**src/rtl/core/tlbl_pkg.sv**
```systemverilog
// Shared types and constants of the translation buffer.
`default_nettype none
package tlbl_pkg;
  localparam int PAGE_W  = 32;
  localparam int FRAME_W = 31;
  localparam int SLOT_W  = 6;
  localparam int CFG_W   = 7;
  localparam int STAMP_W = 32;

  localparam logic [CFG_W-1:0] CFG_RESET = 7'd64;

  localparam logic ACT_LOOKUP = 1'b0;
  localparam logic ACT_INSERT = 1'b1;

  typedef enum logic [2:0] {
    ST_IDLE, ST_CMP, ST_SEL, ST_ROT, ST_PICK, ST_UPD
  } state_t;

  typedef struct packed {
    logic load_ring;
    logic shift;
    logic wr_stamp;
    logic wr_entry;
  } cell_ctrl_t;
endpackage
`default_nettype wire

```
**src/rtl/core/tlbl_cell.sv**
```systemverilog
// One buffer entry: tag, frame, stamp, valid mark and a stage of the rank ring.
`default_nettype none
module tlbl_cell #(
  parameter int DEPTH = 64,
  parameter int IDX   = 0
) (
  input  wire logic                          clk,
  input  wire logic                          rst,
  input  wire tlbl_pkg::cell_ctrl_t          ctrl,
  input  wire logic [$clog2(DEPTH+1)-1:0]    n,
  input  wire logic [$clog2(DEPTH+1)-1:0]    rank,
  input  wire logic [$clog2(DEPTH)-1:0]      sel_idx,
  input  wire logic [tlbl_pkg::PAGE_W-1:0]   req_page,
  input  wire logic [tlbl_pkg::FRAME_W-1:0]  req_frame,
  input  wire logic [tlbl_pkg::STAMP_W-1:0]  new_stamp,
  input  wire logic [tlbl_pkg::STAMP_W-1:0]  ring_in_stamp,
  input  wire logic                          ring_in_ok,
  output logic [tlbl_pkg::STAMP_W-1:0]       ring_stamp,
  output logic                               ring_ok,
  output logic                               match,
  output logic                               empty,
  output logic                               pick,
  output logic [tlbl_pkg::FRAME_W-1:0]       frame_sel
);
  import tlbl_pkg::*;

  localparam int NW = $clog2(DEPTH+1);
  localparam int IW = $clog2(DEPTH);
  localparam logic [NW-1:0] IDX_N = NW'(IDX);
  localparam logic [IW-1:0] IDX_I = IW'(IDX);

  logic [PAGE_W-1:0]  tag;
  logic [FRAME_W-1:0] frame;
  logic [STAMP_W-1:0] stamp;
  logic               valid;
  logic [NW-1:0]      cnt;
  logic               in_range;
  logic               me;

  assign in_range = IDX_N < n;
  assign me       = sel_idx == IDX_I;

  // Valid mark: set on insert, cleared at reset
  always_ff @(posedge clk) begin
    if (rst) begin
      valid <= 1'b0;
    end else if (ctrl.wr_entry && me) begin
      valid <= 1'b1;
    end
  end

  // Entry payload and stamp
  always_ff @(posedge clk) begin
    if (ctrl.wr_entry && me) begin
      tag   <= req_page;
      frame <= req_frame;
    end
    if ((ctrl.wr_entry || ctrl.wr_stamp) && me) begin
      stamp <= new_stamp;
    end
  end

  // Register compare flags against the held request
  always_ff @(posedge clk) begin
    match <= valid && in_range && (tag == req_page);
    empty <= !valid && in_range;
  end

  // Rank ring: load own stamp, then count larger stamps as they pass
  always_ff @(posedge clk) begin
    if (ctrl.load_ring) begin
      ring_stamp <= stamp;
      ring_ok    <= in_range;
      cnt        <= '0;
    end else if (ctrl.shift) begin
      if (ring_ok && (ring_stamp > stamp)) begin
        cnt <= cnt + NW'(1);
      end
      ring_stamp <= ring_in_stamp;
      ring_ok    <= ring_in_ok;
    end
  end

  assign pick      = in_range && (cnt == rank);
  assign frame_sel = me ? frame : '0;
endmodule
`default_nettype wire

```
**config.mk**
```make
export PLATFORM = sky130hd
export DESIGN_NAME = tlbl_cell
export DESIGN_NICKNAME = d
export VERILOG_FILES = /design/src/rtl/core/tlbl_pkg.sv /design/src/rtl/core/tlbl_cell.sv
export SDC_FILE = /design/constraint.sdc
export NUM_CORES = 1
export LEC_CHECK = 0
export ABC_CLOCK_PERIOD_IN_PS = 4200
export BUFFER_PORTS_ARGS = -buffer_cell sky130_fd_sc_hd__clkbuf_2
export CORE_ASPECT_RATIO = 0.7
export CORE_MARGIN = 2
export CORE_UTILIZATION = 42
export CTS_CLUSTER_SIZE = 12
export DETAILED_ROUTE_END_ITERATION = 7
export GPL_TIMING_DRIVEN = 0
export HOLD_SLACK_MARGIN = 0.08
export PLACE_DENSITY = 0.72
export SYNTH_ARGS = -nofsm -noshare
export SYNTH_HDL_FRONTEND = slang
export SYNTH_SLANG_ARGS = --single-unit
export TNS_END_PERCENT = 30
```
**constraint.sdc**
```tcl
create_clock -name clk -period 4.2 [get_ports clk]
set_input_delay 1.05 -clock clk [delete_from_list [all_inputs] [get_ports clk]]
set_output_delay 1.05 -clock clk [all_outputs]
set_load 0.05 [all_outputs]
```
## Yosys cells after proc, flatten, opt, wreduce, memory -nomap -nowiden

Cells that the tools add are included.

- Register bits after elaboration: 138
- Input bits: 154
- Output and inout port bits: 67
- Logic and storage cells: 31

- $add $sub $neg: 1
- Magnitude comparators: 2
- Equal/unequal tests: 2
- Multiplexer cells: 5
- Reductions and logical operators: 12

Operators by type and width:

| operator | number |
|---|---|
| $mux W32 | 2 |
| $eq A32 B32 Y1 | 1 |
| $gt A32 B32 Y1 | 1 |
| $mux W31 | 1 |
| $add A7 B1 Y7 const B | 1 |
| $eq A7 B7 Y1 | 1 |
| $logic_and A1 B1 Y1 | 7 |
| $lt A1 B7 Y1 const A | 1 |
| $logic_not A6 Y1 | 1 |
| $mux W1 | 2 |
| $reduce_and A2 Y1 | 1 |
| $reduce_bool A2 Y1 | 1 |
| $logic_not A1 Y1 | 1 |
| $logic_or A1 B1 Y1 | 1 |

## Logic depth before layout (Yosys ltp)

- Depth in word-level cells: 3
- Mapped depth: 8
- Mapped depth without buffers: 8

## Worst setup path after synthesis

OpenSTA, ideal clock, no wires.

- Path type: in2reg
- Start point: in sel_idx[3]
- End point: reg frame[0], enable pin
- Library setup time: 0.428 ns
- Data arrival time: 3.349 ns
- Required time: 3.772 ns
- Setup slack: 0.422 ns
- Stages: 3
- Path buffers: 0
- Cell sequence: or4_1 > nor3_2 > and2_1

- Word-level cells in the longest chain between the ends: 2

RTL lines:

| what | RTL line | text |
|---|---|---|
| from (decl) | tlbl_cell.sv:12 | `input wire logic [$clog2(DEPTH)-1:0] sel_idx,` |
| $logic_not A6 Y1 | tlbl_cell.sv:41 | `assign me = sel_idx == IDX_I;` |
| $logic_and A1 B1 Y1 | tlbl_cell.sv:54 | `if (ctrl.wr_entry && me) begin` |
| to (signal assigned) | tlbl_cell.sv:56 | `frame <= req_frame;` |
| to (decl) | tlbl_cell.sv:33 | `logic [FRAME_W-1:0] frame;` |

Every way passes these cells.
A chain may end at the register's enable or synchronous reset.

## Worst setup path in the final report

- Start point: in sel_idx[3]
- End point: out frame_sel[3] (netlist bit)

- Word-level cells in the longest chain between the ends: 2

RTL lines:

| what | RTL line | text |
|---|---|---|
| $logic_not A6 Y1 | tlbl_cell.sv:41 |  |
| $mux W31 | tlbl_cell.sv:85 | `assign frame_sel = me ? frame : '0;` |
| to (decl) | tlbl_cell.sv:23 | `output logic [tlbl_pkg::FRAME_W-1:0] frame_sel` |

Every way passes these cells.

==> run metrics <==
status=completed; total nets after synthesis=611; Die Area=about 16000 um2; final setup margin=0.385 ns; Lkg Pwr=3.43 nW; CTS Buf Count=17; Area growth syn-to-layout=31.1%; P_sw=0.856 mW; min cycle time layout=3.81 ns; logic gate share of total power=9.9%; worst rel slew slack=40.3%; Fillers=around 1300; Crit. End Element=output port; Die Height=between 100 and 150 um; Synth Warn #=0; drt pass-1 iters=4; CP Class=in -> out; via count=4261; Cell variety after synth=39; initial drt markers=183; Syn Area/Cell=~15 um2; pwr dens=410 nW/um2; htree depth=4; # resized after CTS=0; crit path DAT=2.76 ns; Hold WC Path Type=reg -> reg; routed len/inst=~17 um; number of hold buffers added after cts=0; Post-Route WL=roughly 15 mm; layout cells sized above 1=44.7%; Synth Register Bits=138; clock power share=43.8%; Root Driver=clkbuf_16; Worst setup SP type=input port; max-slew violation count=0; measured slew at the worst slew-check pin=0.896 ns; DRC errors left=0; total internal power=2.51 mW; die width=around 150 um; nets@finish=850; Mapped Area=6250 um2; Max Cap Violations=0; hpwl dp=11.2 mm; CTS clk-pin slew, worst paths=0.06 ns; first-pass GRT wire length=22.5 mm; TritonCTS clock tree=yes; Switching Share=25.4%; antenna cells=0; Syn Inst Count=424; initial antenna violation count=1; DRT antenna net count=0; IO Pins=221; pin count of the biggest net entering global routing=35; FP Rows=37; Place WS=0.349 ns; Clock Sinks=between 100 and 150; register area share after synthesis=64.7%; register share of total power=around 46%; total grt overflow=0; Final setup viols=0; Clock Tree Buf Depth=2; Clk Latency, worst-skew pair=0.42 ns; Worst Hold Slack=0.467 ns; unrepaired setup endpoints after global routing=no; vias in the first global route=4483; core footprint=14600 um2; VDD IR max=0.329 mV; Initial Util=42.7%; setup repair bufs after CTS=0; # port buffers=between 200 and 250; required time worst endpoint=3.15 ns; RePlAce Congestion=0.786; worst clock skew=about 0.0064 ns; Tcrit/Tclk final=90.8%; detailed-route vias per instance=roughly 4.9; Tot GR Track Use=18.9%; fmax=262 MHz; Final Hold Vio Count=0; crit path max fanout=10
## power groups by stage
stage	Combinational (mW)	Clock (mW)	Sequential (mW)
floorplan	0.115	0	1.67
finish	0.332	1.47	1.56
detailed placement	0.334	0	1.59
global placement	0.325	0	1.59
CTS	0.336	1.50	1.56
global route	0.360	1.57	1.56
## routing by layer
metal	vias to the layer above	part of all wire, %	GRT usage (%)
li1	2053	-	-
met2	170	49	32.1
met3	20	9.1	7.77
met1	2016	40	21.4
met5	-	0.14	0
met4	2	1.3	6.87
## path summary, 6_finish.rpt
kind	from	endpoint	slack, ns	depth (start not counted)
worst min register to register	valid$_SDFFE_PP0P_	empty$_DFF_P_	0.47	1
worst min-delay path	valid$_SDFFE_PP0P_	empty$_DFF_P_	0.47	1
worst max register to register	ring_stamp[31]$_DFFE_PP_	cnt[4]$_SDFFE_PP0P_	1.72	7
worst max-delay path	sel_idx[3]	frame_sel[3]	0.39	6
## cell families after synthesis
logic type | after synthesis | synth area share (%)
and+or+nand+nor | 97 | 9.98
buffers and inverters | 40 | 2.40
adders and majority gates | 33 | 6.60
DFF | 138 | 64.7
xor gates and xnor gates | 39 | 5.46
AOI/OAI and AO/OA | 40 | 4.16
muxes | 37 | 6.72
## state kept, by name, indices dropped and copies added, names as in the netlist
register    cells
cnt             7
empty           1
frame          31
match           1
ring_ok         1
ring_stamp     32
stamp          32
tag            32
valid           1
## stage by stage
stage / setup TNS, ns / util [%] / power [mW] / cell area [um2] / std cells
after detailed placement: 0 / 52.1 / 1.92 / 7620 / 839
after global placement: -16.22 / 51.9 / 1.91 / 7590 / 838
final: 0 / 56.0 / 3.36 / 8200 / 871
after CTS: 0 / 56.0 / 3.40 / 8200 / 871
after global routing: 0 / 56.0 / 3.49 / 8200 / 871
after floorplan: 0 / - / 1.79 / 6250 / 424
## cell usage after synthesis
master | number | area [um2]
nand4_1 | 13 | 81.3
mux2_2 | 32 | 360
nor3b_2 | 1 | 12.5
ha_1 | 33 | 413
and4_1 | 1 | 8.76
a221o_1 | 1 | 10.0
and2_1 | 33 | 206
nor4_1 | 3 | 18.8
nand2_1 | 7 | 26.3
dfxtp_1 | 10 | 200
or4_1 | 2 | 15.0
clkbuf_1 | 5 | 18.8
nor2b_1 | 6 | 37.5
nor3_1 | 4 | 20.0
o31a_2 | 1 | 10.0
o21ai_0 | 3 | 15.0
nand4_2 | 3 | 37.5
mux2_1 | 4 | 45.0
o211ai_1 | 2 | 15.0
nand3_1 | 7 | 35.0
edfxtp_1 | 128 | 3840
o31ai_2 | 1 | 12.5
a21o_1 | 3 | 22.5
o21ai_2 | 2 | 17.5
nor2_1 | 11 | 41.3
o21a_1 | 3 | 22.5
a211oi_1 | 1 | 7.51
xnor2_1 | 39 | 342
inv_1 | 32 | 120
nor3_2 | 1 | 10.0
or2_2 | 1 | 6.26
a2111oi_2 | 1 | 15.0
a21boi_0 | 1 | 7.51
mux2_4 | 1 | 15.0
o21ai_1 | 1 | 5.00
buf_1 | 3 | 11.3
nor4_2 | 2 | 25.0
nand4_4 | 2 | 42.5
a21oi_1 | 20 | 100
## cell usage in the layout (no fill, tap or decap), types with 11 or more instances in the layout
cell,synthesis,routed
edfxtp_1,128,128
xnor2_1,39,39
nor2_1,11,11
and2_1,33,32
inv_1,32,32
clkbuf_2,0,219
a21oi_1,20,20
nand4_1,13,13
ha_1,33,33
mux2_2,32,32
clkbuf_16,0,17
## worst max-delay path, cell delays in order
cell and delay, ns:
clkbuf_2 0.07, or4_1 0.53, nor3_2 0.29, clkbuf_1 0.33
and2_1 0.20, clkbuf_2 0.28
## area by class of cell
class | instances | area (um2) | area share (%)
multi-input cells | 246 | 2060 | 25.2
flip-flops and latches | 138 | 4040 | 49.3
repair buffers | 220 | 1120 | 13.6
inverters | 32 | 120 | 1.47
plain buffers | 8 | 30.0 | 0.366
well taps | 195 | 244 | 2.98
clock buffers | 17 | 425 | 5.19
clock inverters | 15 | 154 | 1.88
Power figures use the tool's default switching activity.
